<file path="src/rtl/core/cau_pkg.sv">
// Shared types and constants of the complex arithmetic unit.
// No dependencies.
`timescale 1ns / 1ps
`default_nettype none

package cau_pkg;

    localparam int DATA_WIDTH = 16;
    localparam int FRAC_BITS  = 8;

    typedef logic signed [DATA_WIDTH-1:0] data_t;

    typedef enum logic [2:0]
    {
        OP_ADD  = 3'd0,
        OP_SUB  = 3'd1,
        OP_MUL  = 3'd2,
        OP_DIV  = 3'd3,
        OP_CONJ = 3'd4,
        OP_NEG  = 3'd5,
        OP_MAG  = 3'd6,
        OP_EQ   = 3'd7
    } op_t;

    typedef enum logic [1:0]
    {
        ST_OK   = 2'd0,
        ST_SAT  = 2'd1,
        ST_DIVZ = 2'd2
    } status_t;

    typedef struct packed
    {
        op_t   op;
        data_t a_re;
        data_t a_im;
        data_t b_re;
        data_t b_im;
    } in_item_t;

    typedef struct packed
    {
        data_t   res_re;
        data_t   res_im;
        logic    is_equal;
        status_t status;
    } out_item_t;

    typedef struct packed
    {
        op_t   op;
        data_t a_re;
        data_t a_im;
        data_t b_re;
        data_t b_im;
        logic  div_zero;
        logic  equal;
    } cls_item_t;

    typedef struct packed
    {
        logic full;
        logic empty;
    } fifo_stat_t;

endpackage

`default_nettype wire

</file>
<file path="src/rtl/core/cau_front.sv">
// Front end: accepts input items, classifies them and pushes them to the queue.
// Depends on cau_pkg.
`timescale 1ns / 1ps
`default_nettype none

module cau_front
(
    input  wire logic                clk,
    input  wire logic                rst_n,
    input  wire logic                in_valid,
    output logic                     in_ready,
    input  wire cau_pkg::in_item_t   in_item,
    input  wire cau_pkg::fifo_stat_t fifo_stat,
    output logic                     push,
    output cau_pkg::cls_item_t       push_item
);
    import cau_pkg::*;

    logic dz;
    logic same;

    assign in_ready = rst_n && !fifo_stat.full;
    assign push     = in_valid && in_ready;

    always_comb
    begin
        dz   = (in_item.b_re == '0) && (in_item.b_im == '0);
        same = (in_item.a_re == in_item.b_re) && (in_item.a_im == in_item.b_im);
        push_item.op       = in_item.op;
        push_item.a_re     = in_item.a_re;
        push_item.a_im     = in_item.a_im;
        push_item.b_re     = in_item.b_re;
        push_item.b_im     = in_item.b_im;
        push_item.div_zero = dz;
        push_item.equal    = (in_item.op == OP_EQ) && same;
    end

    logic unused_clk;
    assign unused_clk = clk;

endmodule

`default_nettype wire

</file>
<file path="config.mk">
export PLATFORM = sky130hd
export DESIGN_NAME = cau_front
export DESIGN_NICKNAME = d
export VERILOG_FILES = /design/src/rtl/core/cau_pkg.sv /design/src/rtl/core/cau_front.sv
export SDC_FILE = /design/constraint.sdc
export NUM_CORES = 1
export LEC_CHECK = 0
export ABC_AREA = 1
export BUFFER_PORTS_ARGS = -buffer_cell sky130_fd_sc_hd__buf_4
export CAP_MARGIN = 25
export CORE_ASPECT_RATIO = 1.75
export CORE_MARGIN = 3
export CORE_UTILIZATION = 38
export DETAILED_ROUTE_END_ITERATION = 6
export GPL_TIMING_DRIVEN = 0
export PLACE_DENSITY = 0.91
export SLEW_MARGIN = 20
export SYNTH_ARGS = -nofsm -noshare
export SYNTH_HDL_FRONTEND = slang
export SYNTH_SLANG_ARGS = --single-unit
</file>
<file path="constraint.sdc">
create_clock -name vclk -period 2.2
set_input_delay 0.44 -clock vclk [all_inputs]
set_output_delay 0.44 -clock vclk [all_outputs]
set_load 0.005 [all_outputs]
</file>
Yosys cells after proc, flatten, opt, wreduce, memory -nomap -nowiden
Index checks and enable logic that the tools add are counted.
Widths: inputs -> output; s select.
- input port bits: 72
- bits in registers: 0
- output and inout bits: 71
- logic and storage cells: 11
- equality and inequality tests: 3
- reductions and logical operators: 8
- operator list (kind ; number):
    $eq 16x16->1 ; 2
    $logic_not 16->1 ; 2
    $logic_and 1x1->1 ; 5
    $eq 3x3->1 const B ; 1
    $logic_not 1->1 ; 1

Longest topological paths before layout
- depth after elaboration: 3
- mapped depth: 8
- gate-level depth less buffers: 8

Least setup slack after synthesis
No wires, ideal clock.
- path type: input port to output port
- start point: input port in_item[14] (netlist bit)
- end point: output port push_item[1] (netlist bit)
- buffers on the path: 1
- required time: 1.760 ns
- stages on the path: 6
- path slack: 0.746 ns
- arrival time: 1.014 ns
- cells stage by stage: nor2_1 > nand2_1 > nor3_1 > nand3_1 > nor2_1 > buf_4
- longest elaborated chain between the ends: 2
- ends and longest elaborated chain (what ; RTL line ; RTL):
    start, declared ; cau_front.sv:12 ; input wire cau_pkg::in_item_t in_item,
    $logic_not 16->1 ; cau_front.sv:27 ; dz = (in_item.b_re == '0) && (in_item.b_im == '0);
    $logic_and 1x1->1 ; cau_front.sv:27 ;
    end, declared ; cau_front.sv:15 ; output cau_pkg::cls_item_t push_item
No other way between the ends.

Worst setup path after layout
- start point: input port in_item[30] (netlist bit)
- end point: output port push_item[1] (netlist bit)
Same word-level chain as after synthesis.

==> results.md <==
- Clkbuf count: 0
- Synth top area cells: buf_4 (43%), nand2_1 (20%), inv_1 (12%), nor2_1 (7.5%), xnor2_1 (7.3%)
- Nets: 441
- Startpoint types: primary input
- Core area: between 2000 and 3000 µm²
- Total Routed Length: ~4.1 mm
- Sequential Area: 0 µm²
- Largest area contributor in the netlist: buf_4
- Largest net degree at the start of global routing: 5
- Die W: 48.4 µm
- Synthesis-to-finish area growth: 93.0%
- Crit path time final: approximately 1.8 ns
- Top cells by count, synth: buf_4 (68), nand2_1 (64), inv_1 (37)
- CP Capture Point: push_item[1]
- Crit-path max FO: 4
- Synth warn: 0
- Initial antenna violation count: 0
- Sequential cells: 0
- PwrDens: about 180 nW/µm²
- Worst Tran Pin Value: 0.234 ns
- Mapped Area: 1190 µm²
- Die height: 80.2 µm
- Post-Synthesis Cells: approximately 230
- Max Cap Violations: 0
- Final slew viol count: 0
- Crit path launch: in_item[30]
- Antenna violation net count after detailed routing: 0
- Row count: 26
- Via density: around 4.0
- Total global-route track usage: between 20 and 25%
- Worst EP required: ~1.8 ns
- Share of cells above drive strength 1: 57.8%
- HPWL Detailed: between 3 and 4 mm
- Final setup fails: 0
- # IOs: 143
- Number of distinct library cells after synthesis: 17
- Remaining DRCs: 0
- Cts repair resizes: 0
- Pre-CTS setup slack: approximately 0.4 ns
- Syn_nets: slightly below 300
- Port bufs: about 140
- Vias in the first global route: between 1500 and 2000
- Seq/Total Area, Yosys: 0%
- Placer Congestion: roughly 0.76
- RSZ-0062 raised after global routing: false
- Via count: approximately 1600
- First-pass GRT wire length: 6.49 mm
- Die ar.: about 3900 µm²
- Fillers: 260
- Type of the worst min-delay path: primary input to output port
- Antenna cell count: 0
- Final period utilization: around four fifths
- Initial Util: approximately two fifths
- Hold buffer count at CTS: 0
- Setup TNS: 0 ns
- Final hold vios: 0
- Setup ws final: 0.422 ns
- Fmax: about 560 MHz
- IR drop worst, VDD: ~0.13 mV
- CP Capture Type: output port
- Count leader, synth: buf_4
- Hold Path Stages: 3
- Outcome: complete, no violations
- Worst slew margin: 84.2%
- DR pass1 iterations: 4
- Synth top area share: between 40% and 50%
- Leakage: roughly 1.5 nW
- Syn avg cell area: approximately 5.3 µm²
- Setup repair bufs after CTS: 0
- WS Path Type: primary input to output port
- Crit path DAT: approximately 1.3 ns
- GR Overflow Total: 0
- 1st-iter DRT viols: 16
- Wire per inst: between 10 and 15 µm
-- routing by layer --
metal / share of wire, % / GRT usage [%] / vias up
li1: - / - / 880
met1: 30 / 17.3 / 661
met2: 59 / 45.7 / 86
met3: 8.8 / 3.53 / 8
met4: 1.8 / 3.70 / 0
met5: 0 / 0 / -
-- final cells by class --
class	count	area [µm²]	share of cell area [%]
buffer	68	510	22.1
tap	42	52.6	2.28
multi-input combinational	120	542	23.5
timing repair buffer	141	1060	45.9
inverter	38	143	6.19
-- stage by stage --
step	cells	instance area (µm²)	util (%)	total power, mW	hold slack [ns]
after global placement	409	2310	77.9	0.413	1.12
after CTS	409	2310	77.9	0.421	1.13
after detailed placement	409	2310	77.9	0.420	1.13
after global routing	409	2310	77.9	0.458	1.14
after floorplan	226	1190	-	0.177	0.911
final	409	2310	77.9	0.416	1.13
-- where the power goes --
group          switching, mW  leakage [nW]  total (mW)  internal (mW)
Combinational          0.146          1.46       0.416          0.270
Clock                      0             0           0              0
Sequential                 0             0           0              0
Total                  0.146          1.46       0.416          0.270
-- critical path, cell delays in order --
cell	delay [ns]
buf_4	0.13
nor2_1	0.10
nand3_1	0.08
nor3_1	0.17
nand3_1	0.12
nor2_1	0.10
buf_4	0.11
buf_4	0.09
-- how the worst min path moves through the flow --
stage	from	end	slack, ns
final	fifo_stat[1]	push	1.13
after global routing	fifo_stat[1]	push	1.14
after CTS	fifo_stat[1]	push	1.13
after detailed placement	fifo_stat[1]	push	1.13
after global placement	fifo_stat[1]	in_ready	1.12
after floorplan	fifo_stat[1]	in_ready	0.91
-- cells by family after synthesis --
kind of cell / count (synthesis) / share of synthesized area (%)
AND/OR/NAND/NOR: 106 / 36.0
AO/OA/AOI/OAI: 3 / 1.26
XOR/XNOR: 11 / 8.06
buffers and inverters: 106 / 54.7
-- cells in the final DEF, fill, tap and decap left out --
cell and n:
nand4_1 1, nand2_1 64, and3_1 1, nor2_2 1, nor3b_1 1, nor4_1 2
nor2_1 24, inv_1 37, xor2_1 1, o21ai_0 2, o21ai_1 1, nand3_1 7
xnor2_1 10, or2_2 1, nor3_1 4, inv_2 1, buf_4 209
Power figures use the tool's default switching activity.
