`src/rtl/core/cau_pkg.sv`:
```
// Shared types and constants of the complex arithmetic unit.
// No dependencies.
`timescale 1ns / 1ps
`default_nettype none

package cau_pkg;

    localparam int DATA_WIDTH = 16;
    localparam int FRAC_BITS  = 8;

    typedef logic signed [DATA_WIDTH-1:0] data_t;

    typedef enum logic [2:0]
    {
        OP_ADD  = 3'd0,
        OP_SUB  = 3'd1,
        OP_MUL  = 3'd2,
        OP_DIV  = 3'd3,
        OP_CONJ = 3'd4,
        OP_NEG  = 3'd5,
        OP_MAG  = 3'd6,
        OP_EQ   = 3'd7
    } op_t;

    typedef enum logic [1:0]
    {
        ST_OK   = 2'd0,
        ST_SAT  = 2'd1,
        ST_DIVZ = 2'd2
    } status_t;

    typedef struct packed
    {
        op_t   op;
        data_t a_re;
        data_t a_im;
        data_t b_re;
        data_t b_im;
    } in_item_t;

    typedef struct packed
    {
        data_t   res_re;
        data_t   res_im;
        logic    is_equal;
        status_t status;
    } out_item_t;

    typedef struct packed
    {
        op_t   op;
        data_t a_re;
        data_t a_im;
        data_t b_re;
        data_t b_im;
        logic  div_zero;
        logic  equal;
    } cls_item_t;

    typedef struct packed
    {
        logic full;
        logic empty;
    } fifo_stat_t;

endpackage

`default_nettype wire

```
`src/rtl/core/cau_queue.sv`:
```
// Short queue of classified items between front and back end.
// Depends on cau_pkg.
`timescale 1ns / 1ps
`default_nettype none

module cau_queue
#(
    parameter int DEPTH = 4
)
(
    input  wire logic               clk,
    input  wire logic               rst_n,
    input  wire logic               push,
    input  wire cau_pkg::cls_item_t push_item,
    input  wire logic               pop,
    output cau_pkg::cls_item_t      head,
    output cau_pkg::fifo_stat_t     stat
);
    import cau_pkg::*;

    localparam int AW = (DEPTH > 1) ? $clog2(DEPTH) : 1;
    localparam int CW = $clog2(DEPTH + 1);

    cls_item_t       mem_reg [DEPTH];
    logic [AW-1:0]   wr_ptr_reg, wr_ptr_next;
    logic [AW-1:0]   rd_ptr_reg, rd_ptr_next;
    logic [CW-1:0]   count_reg, count_next;
    logic            do_push, do_pop;

    assign stat.full  = (count_reg == CW'(DEPTH));
    assign stat.empty = (count_reg == '0);
    assign do_push    = push && !stat.full;
    assign do_pop     = pop && !stat.empty;
    assign head       = mem_reg[rd_ptr_reg];

    always_comb
    begin
        wr_ptr_next = wr_ptr_reg;
        rd_ptr_next = rd_ptr_reg;
        count_next  = count_reg;
        if (do_push)
        begin
            wr_ptr_next = (wr_ptr_reg == AW'(DEPTH - 1)) ? '0 : wr_ptr_reg + 1'b1;
        end
        if (do_pop)
        begin
            rd_ptr_next = (rd_ptr_reg == AW'(DEPTH - 1)) ? '0 : rd_ptr_reg + 1'b1;
        end
        if (do_push && !do_pop)
        begin
            count_next = count_reg + 1'b1;
        end
        else if (do_pop && !do_push)
        begin
            count_next = count_reg - 1'b1;
        end
    end

    always_ff @(posedge clk or negedge rst_n)
    begin
        if (!rst_n)
        begin
            wr_ptr_reg <= '0;
            rd_ptr_reg <= '0;
            count_reg  <= '0;
        end
        else
        begin
            wr_ptr_reg <= wr_ptr_next;
            rd_ptr_reg <= rd_ptr_next;
            count_reg  <= count_next;
        end
    end

    always_ff @(posedge clk)
    begin
        if (do_push)
        begin
            mem_reg[wr_ptr_reg] <= push_item;
        end
    end

endmodule

`default_nettype wire

```
`config.mk`:
```
export PLATFORM = sky130hd
export DESIGN_NAME = cau_queue
export DESIGN_NICKNAME = d
export VERILOG_FILES = /design/src/rtl/core/cau_pkg.sv /design/src/rtl/core/cau_queue.sv
export SDC_FILE = /design/constraint.sdc
export NUM_CORES = 1
export LEC_CHECK = 0
export BUFFER_PORTS_ARGS = -buffer_cell sky130_fd_sc_hd__buf_4
export CORE_UTILIZATION = 50
export DETAILED_ROUTE_END_ITERATION = 12
export HOLD_SLACK_MARGIN = 0.08
export PLACE_DENSITY = 0.69
export SLEW_MARGIN = 20
export SYNTH_ARGS = -nofsm -noshare
export SYNTH_HDL_FRONTEND = slang
export SYNTH_SLANG_ARGS = --single-unit
```
`constraint.sdc`:
```
create_clock -name clk -period 3.5 [get_ports clk]
set_input_delay 0.7 -clock clk [delete_from_list [all_inputs] [get_ports clk]]
set_output_delay 0.7 -clock clk [all_outputs]
set_load 0.05 [all_outputs]
```
Word level (Yosys, flattened, before mapping)
Memories as Yosys holds them, arrays and structs flattened. Index checks and enable logic that the tools add are counted.

Multiplexer cells: 6. Eq/ne operators: 3. Add/sub/neg operators: 4. Reductions and logical operators: 10.

Operators with widths (number): $mux 3 (2); $add 2x1->2 const B (2); $eq 2x2->1 const B (2); $logic_and 1x1->1 (4); $logic_not 1->1 (4); $mux 2 (2); $add 3x1->3 const B (1); $eq 3x3->1 const B (1); $logic_not 3->1 (1); $sub 3x1->3 const B (1); $mux 1 (2); $reduce_bool 2->1 (1).

Memories: 1. Input port bits: 73. Bits in writable memories: 276. Word-level logic and storage cells: 27. Register bits: 7. Output and inout port bits: 71.

Memories: mem_reg (depth 4, width 69, rd ports 1, clocked after memory_dff 0, write ports 1, line cau_queue.sv:24) `cls_item_t mem_reg [DEPTH];`.

Logic depth before layout (Yosys ltp)
Gate-level depths: netlist of the first run.

Word-level depth: 7. Gate-level depth with buffers: 9. Gate-level depth less buffers: 8.

Least setup slack after synthesis of the first run
No wires, ideal clock.

Path type: input -> register. Start point: input port push. End point: memory mem_reg[0][0] (netlist name) (enable). Setup time: 0.435 ns. Data arrival time: 2.615 ns. Required time: 3.065 ns. Path slack: 0.450 ns. Stages: 3. Buffers on the path: 1. Cell sequence: nor2b_1 -> buf_2 -> and2_1.

Longest elaborated chain between the ends: 3.

RTL lines: from (decl) (line cau_queue.sv:13) `input wire logic push,`; $logic_and 1x1->1 (line cau_queue.sv:32) `assign do_push = push && !stat.full;`; named net do_push (line cau_queue.sv:28) `logic do_push, do_pop;`; $mux 1 (line cau_queue.sv:77) `if (do_push)`; $mux 1 (implied by the code) (line cau_queue.sv:79) `mem_reg[wr_ptr_reg] <= push_item;`; to (decl) (line cau_queue.sv:24).

The timed path passes the listed nets, and every way through them passes these cells.

==> impl_metrics.csv, run 1 <==
group,metric,value,unit
worst_setup_path,r2r_start,"count_reg[2]",
die,ios,144,
worst_setup_path,cpMostUsedCell,"buf_4",
worst_setup_path,endpoint,"head[38]",
clock_network,post-cts-setup-buffers,0,
sta,max_freq,324,MHz
sta,finClkSkew,0.0142,ns
logic_synthesis,yosys_warnings,0,
sta,drv_slew,0,
worst_setup_path,rr_endpoint,"count_reg[2]",
die,start_util,0.511,
sta,layout_min_cycle_time,3.09,ns
cells_and_area,drive_gt1_frac,0.469,
cells_and_area,diodes,0,
sta,worstMarginPinSlew,0.652,ns
cells_and_area,fin_cells,854,
global_route,antenna_found_initial,0,
hold_path,hold_class,"input port to register",
logic_synthesis,synth-edff-count,276,
logic_synthesis,ys_ff_latch,283,
worst_setup_path,critPathBufInv,2,
clock_network,cts_resized,0,
placement,pre_cts_ws,0.888,ns
worst_setup_path,critPathTopFamily,"flip-flops",
die,die_area,21300,um^2
power_and_ir_drop,ir_drop,518,uV
sta,setup_tns,0,ns
sta,hold_viol,0,
placement,dp_hpwl,10900,um
sta,setup_violations,0,
global_route,grt_max_degree,44,
placement,io_buffers,143,
cells_and_area,nFillCells,1401,
sta,slew_headroom,0.565,
clock_network,root_buffer,"clkbuf_16",
logic_synthesis,yosysSeqAreaShare,0.815,
worst_setup_path,cp_max_fo,27,
worst_setup_path,max_stage_delay,0.77,ns
clock_network,clkTransAtPathRegs,0.06,ns
logic_synthesis,async_flop_share,0.0247,
power_and_ir_drop,power.density,984,nW/um^2
worst_setup_path,worstSetupPathType,"register to output port",
worst_setup_path,slowest_stage,"dfrtp_4",
cells_and_area,largest_reg_flops,276,
worst_setup_path,cp_cell_sequence,"buf_4, mux4_2, buf_4",
global_route,grt_first_pass_wirelength,28000,um
drt,via_count,4615,
clock_network,numCtsBuffers,28,
cells_and_area,syn2layout_area_growth,23.1,%
die,die-height,146,um
worst_setup_path,reg2reg_slack,1.11,ns
flow_run,maxCapViolCount,0,
clock_network,htreeDepth,1,
drt,drc_errors,0,
drt,antenna_left,0,
hold_path,hold_start,"push_item[12]",
logic_synthesis,synth_cell_types,20,
logic_synthesis,synth_common_cells,"edfxtp_1, mux4_2, buf_4, dfrtp_1",
outcome,status,"finished, final reports clean",
power_and_ir_drop,p_total,12600,uW
logic_synthesis,synthTopCellsByArea,"edfxtp_1, mux4_2, dfrtp_1",
global_route,grt_overflow,0,
sta,rsz0062_at_grt,"no",
drt,drt_iter0_drc,308,
worst_setup_path,critPathArrivalTime,2.39,ns
worst_setup_path,crit_cells,3,
clock_network,insertion_delay,0.53,ns
worst_setup_path,crit_start,"rd_ptr_reg[0]",
cells_and_area,final_nets,648,
drt,drt-pass1-iter-count,4,
logic_synthesis,synth.most_common_cell,"edfxtp_1",
logic_synthesis,synth-main-ff-cell,"edfxtp_1",
logic_synthesis,syn_avg_cell_area,26.1,um^2
logic_synthesis,synth_area,10400,um^2
logic_synthesis,yosysTopAreaCell,"edfxtp_1",
logic_synthesis,synth_top_area_frac,0.799,
worst_setup_path,cp_data_required_time,2.80,ns
placement,globalplace.congestion,0.719,
global_route,grtUsageTotal,0.173,
worst_setup_path,critical_path.endpoint_type,"output port",
die,die_x,146,um
global_route,grt_pass1_vias,5101,
worst_setup_path,r2r_cells,8,
sta,worst_slack,0.409,ns
die,rows,52,
sta,finalCritPeriodShare,0.883,
logic_synthesis,synth_fp_nets,478,
worst_setup_path,start_kind,"register",
drt,drt-total-wl,17800,um
clock_network,clock_path_buffers,3,
drt,wire_per_inst,20.9,um
clock_network,clock_sinks,283,
clock_network,cts_tree,"built",
placement,dp_cells,807,
die,coreArea,20300,um^2
drt,viasPerCell,5.40,
power_and_ir_drop,p_leak,0.00439,uW
clock_network,holdBufCountCts,1,
logic_synthesis,synthCells,398,
## cell families (layout without fill, tap and decap cells)
family	Yosys count	after routing	share of synthesized area
and+or+nand+nor	10	10	0.00591
buffers and inverters	20	206	0.0102
muxes	73	73	0.155
adders and majority gates	7	7	0.00916
AOI/OAI and AO/OA	2	2	0.00193
DFF	283	283	0.815
xor gates and xnor gates	3	3	0.00253
## placed cells by master (no fill, tap or decap), drive strengths merged, types with 3 or more instances in the layout
cell and instances:
clkbuf 34, clkinv 8, bufinv 3, mux4 69, mux2 4, edfxtp 276, ha 6, buf 156
dfrtp 7, and2 4, inv 3
## through the flow
step	hold WS [ns]	util	instance area, um^2
2_1_floorplan	0.404	-	10400
3_3_place_gp	0.509	0.585	11900
3_5_place_dp	0.520	0.585	11900
4_1_cts	0.340	0.629	12800
5_1_grt	0.341	0.629	12800
6_report	0.371	0.629	12800
## cell type report
class                           count  area [um^2]  area share
Clock inverter                     12          133      0.0104
Clock buffer                       34          744      0.0583
Multi-Input combinational cell     95         1820       0.142
Inverter                            3         11.3    0.000882
Timing Repair Buffer              157         1260      0.0984
Sequential cell                   283         8470       0.663
Tap cell                          270          338      0.0264
## worst min-delay path by stage
stage / to / slack, ns / depth (start not counted)
after floorplan: count_reg[0] / 0.40 / 0
after global placement: count_reg[2] / 0.51 / 1
after detailed placement: count_reg[2] / 0.52 / 1
after CTS: mem_reg[2][9] / 0.34 / 1
after global routing: mem_reg[2][9] / 0.34 / 1
final: mem_reg[0][12] / 0.37 / 1
## power by group
| group | switching [uW] | total, uW | internal [uW] |
|---|---|---|---|
| Clock | 1150 | 2860 | 1710 |
| Combinational | 3090 | 4870 | 1780 |
| Sequential | 352 | 4830 | 4480 |
| Total | 4600 | 12600 | 7970 |
## routing by layer
layer,share of wire,wire [um],global-route usage,up-vias
li1,-,-,-,2037
met1,0.41,7400,0.227,2381
met2,0.49,8800,0.293,162
met3,0.075,1340,0.0447,35
met4,0.017,302,0.0417,0
met5,0,0,0,-
Power figures use the tool's default switching activity.
==> run 2, diff against run 1 <==
--- a/config.mk
+++ b/config.mk
@@ -6,10 +6,10 @@
 export NUM_CORES = 1
 export LEC_CHECK = 0
 export BUFFER_PORTS_ARGS = -buffer_cell sky130_fd_sc_hd__buf_4
-export CORE_UTILIZATION = 50
+export CORE_UTILIZATION = 57
 export DETAILED_ROUTE_END_ITERATION = 12
 export HOLD_SLACK_MARGIN = 0.08
-export PLACE_DENSITY = 0.69
+export PLACE_DENSITY = 0.77
 export SLEW_MARGIN = 20
 export SYNTH_ARGS = -nofsm -noshare
 export SYNTH_HDL_FRONTEND = slang
==> run 2 against run 1 <==
Sequential power up 2%. Combinational power down 2%. Register-to-register slack is essentially flat. Maximum frequency fell by 0.68%. Routed wire length is 2.4% higher. Die area is 12% lower.
==> impl_metrics.csv, run 2 (synthesized netlist as in run 1, its figures left out) <==
group,metric,value,unit
die,die_area,18800,um^2
sta,setup_tns,0,ns
worst_setup_path,critical_path.endpoint_type,"output port",
cells_and_area,nFillCells,1003,
die,ios,144,
drt,drc_errors,0,
drt,drt-pass1-iter-count,4,
clock_network,htreeDepth,1,
worst_setup_path,cp_data_required_time,2.80,ns
worst_setup_path,worstSetupPathType,"register to output port",
cells_and_area,diodes,0,
clock_network,clock_sinks,283,
sta,slew_headroom,0.297,
outcome,status,"finished, final reports clean",
sta,layout_min_cycle_time,3.11,ns
power_and_ir_drop,power.density,997,nW/um^2
hold_path,hold_class,"input port to register",
clock_network,clkTransAtPathRegs,0.06,ns
global_route,grtUsageTotal,0.202,
worst_setup_path,rr_endpoint,"mem_reg[1][54]",
cells_and_area,post-route-util,0.727,
drt,via_count,4672,
clock_network,post-cts-setup-buffers,0,
die,die-height,137,um
worst_setup_path,reg2reg_slack,1.11,ns
global_route,grt_first_pass_wirelength,27600,um
die,coreArea,17500,um^2
placement,pre_cts_ws,0.871,ns
drt,drt_iter0_drc,267,
worst_setup_path,start_kind,"register",
power_and_ir_drop,ir_drop,665,uV
flow_run,maxCapViolCount,0,
cells_and_area,multi_input_area,1820,um^2
die,rows,48,
sta,setup_violations,0,
clock_network,cts_tree,"built",
sta,max_freq,321,MHz
power_and_ir_drop,p_leak,0.00440,uW
worst_setup_path,r2r_cells,4,
drt,drt-total-wl,18300,um
die,die_x,137,um
global_route,antenna_found_initial,0,
drt,viasPerCell,5.75,
sta,hold_viol,0,
cells_and_area,drive_gt1_frac,0.467,
cells_and_area,largest_reg_flops,276,
clock_network,numCtsBuffers,28,
cells_and_area,final_common_cell,"edfxtp_1",
cells_and_area,syn2layout_area_growth,22.8,%
sta,worst_slack,0.388,ns
clock_network,insertion_delay,0.54,ns
sta,rsz0062_at_grt,"no",
global_route,grt_max_degree,72,
die,start_util,0.592,
sta,finClkSkew,0.0147,ns
placement,dp_hpwl,11000,um
drt,wire_per_inst,22.5,um
hold_path,whs_path_depth,1,
global_route,grt_pass1_vias,4941,
clock_network,clock_path_buffers,3,
cells_and_area,seqCellArea,8470,um^2
placement,io_buffers,143,
sta,drv_slew,0,
global_route,grt_overflow,0,
hold_path,hold_start,"push_item[20]",
worst_setup_path,cp_cell_sequence,"buf_12, mux4_2, buf_4",
cells_and_area,final_nets,645,
clock_network,root_buffer,"clkbuf_16",
cells_and_area,final_cell_mix,"edfxtp_1, buf_4, mux4_2",
placement,globalplace.congestion,0.731,
worst_setup_path,critPathArrivalTime,2.41,ns
sta,worstMarginPinSlew,1.05,ns
hold_path,whs_endpoint,"mem_reg[0][20]",
worst_setup_path,cp_max_fo,28,
worst_setup_path,r2r_start,"count_reg[2]",
sta,finalCritPeriodShare,0.889,
drt,antenna_left,0,
worst_setup_path,slowest_stage,"dfrtp_4",
worst_setup_path,max_stage_delay,0.78,ns
run 2: changes by cell type in the layout (fill, tap and decap cells not counted), sizes merged:
cell and change:
buf -3, bufinv +1, clkinvlp -1, clkinv +1
clkbuf +5
run 2: how the worst max path moves through the flow:
stage	cells past startpoint	to	start
finish	3	head[61]	rd_ptr_reg[0]
CTS	3	head[61]	rd_ptr_reg[0]
detailed placement	4	mem_reg[1][51]	push
floorplan	3	mem_reg[0][0]	push
global placement	4	mem_reg[1][66]	push
global route	3	head[6]	rd_ptr_reg[0]
run 2: worst max-delay path, delay by kind of cell, from the launching register on:
family | cells | cell delay [ns]
flops | 1 | 0.78
mux | 1 | 0.56
buf+inv | 2 | 0.51
run 2: layout make-up:
class / count / area share
tap: 225 / 0.0221
timing repair buffer: 154 / 0.0958
clock buffer: 39 / 0.0607
inverter: 3 / 0.000884
clock inverter: 13 / 0.0130
sequential: 283 / 0.665
multi-input combinational: 95 / 0.143
run 2: where the power goes:
group          leakage [uW]  internal (uW)  total (uW)  switching [uW]
Sequential          0.00261           4480        4920             438
Clock              0.000460           1830        3000            1170
Combinational       0.00133           1760        4790            3030
run 2: repair_timing:
item                       in CTS  in global routing
hold buffers                    1                  0
setup endpoints to repair       0                  0
resized for setup               0                  0
hold endpoints to repair        7                  0
run 2: per-stage QoR:
stage               std cells  power, uW  hold slack, ns  cell area [um^2]
floorplan                 398       8390           0.404             10400
global placement          759       9740           0.508             11800
detailed placement        759       9840           0.518             11800
CTS                       812      12800           0.347             12700
global route              812      13200           0.344             12700
finish                    812      12700           0.361             12700
run 2: per-layer routing:
| metal | vias to the layer above | global-route usage | share of wire |
|---|---|---|---|
| met5 | - | 0 | 0 |
| met1 | 2432 | 0.264 | 0.40 |
| met2 | 164 | 0.336 | 0.50 |
| met3 | 36 | 0.0515 | 0.069 |
| li1 | 2040 | - | - |
| met4 | 0 | 0.0678 | 0.027 |
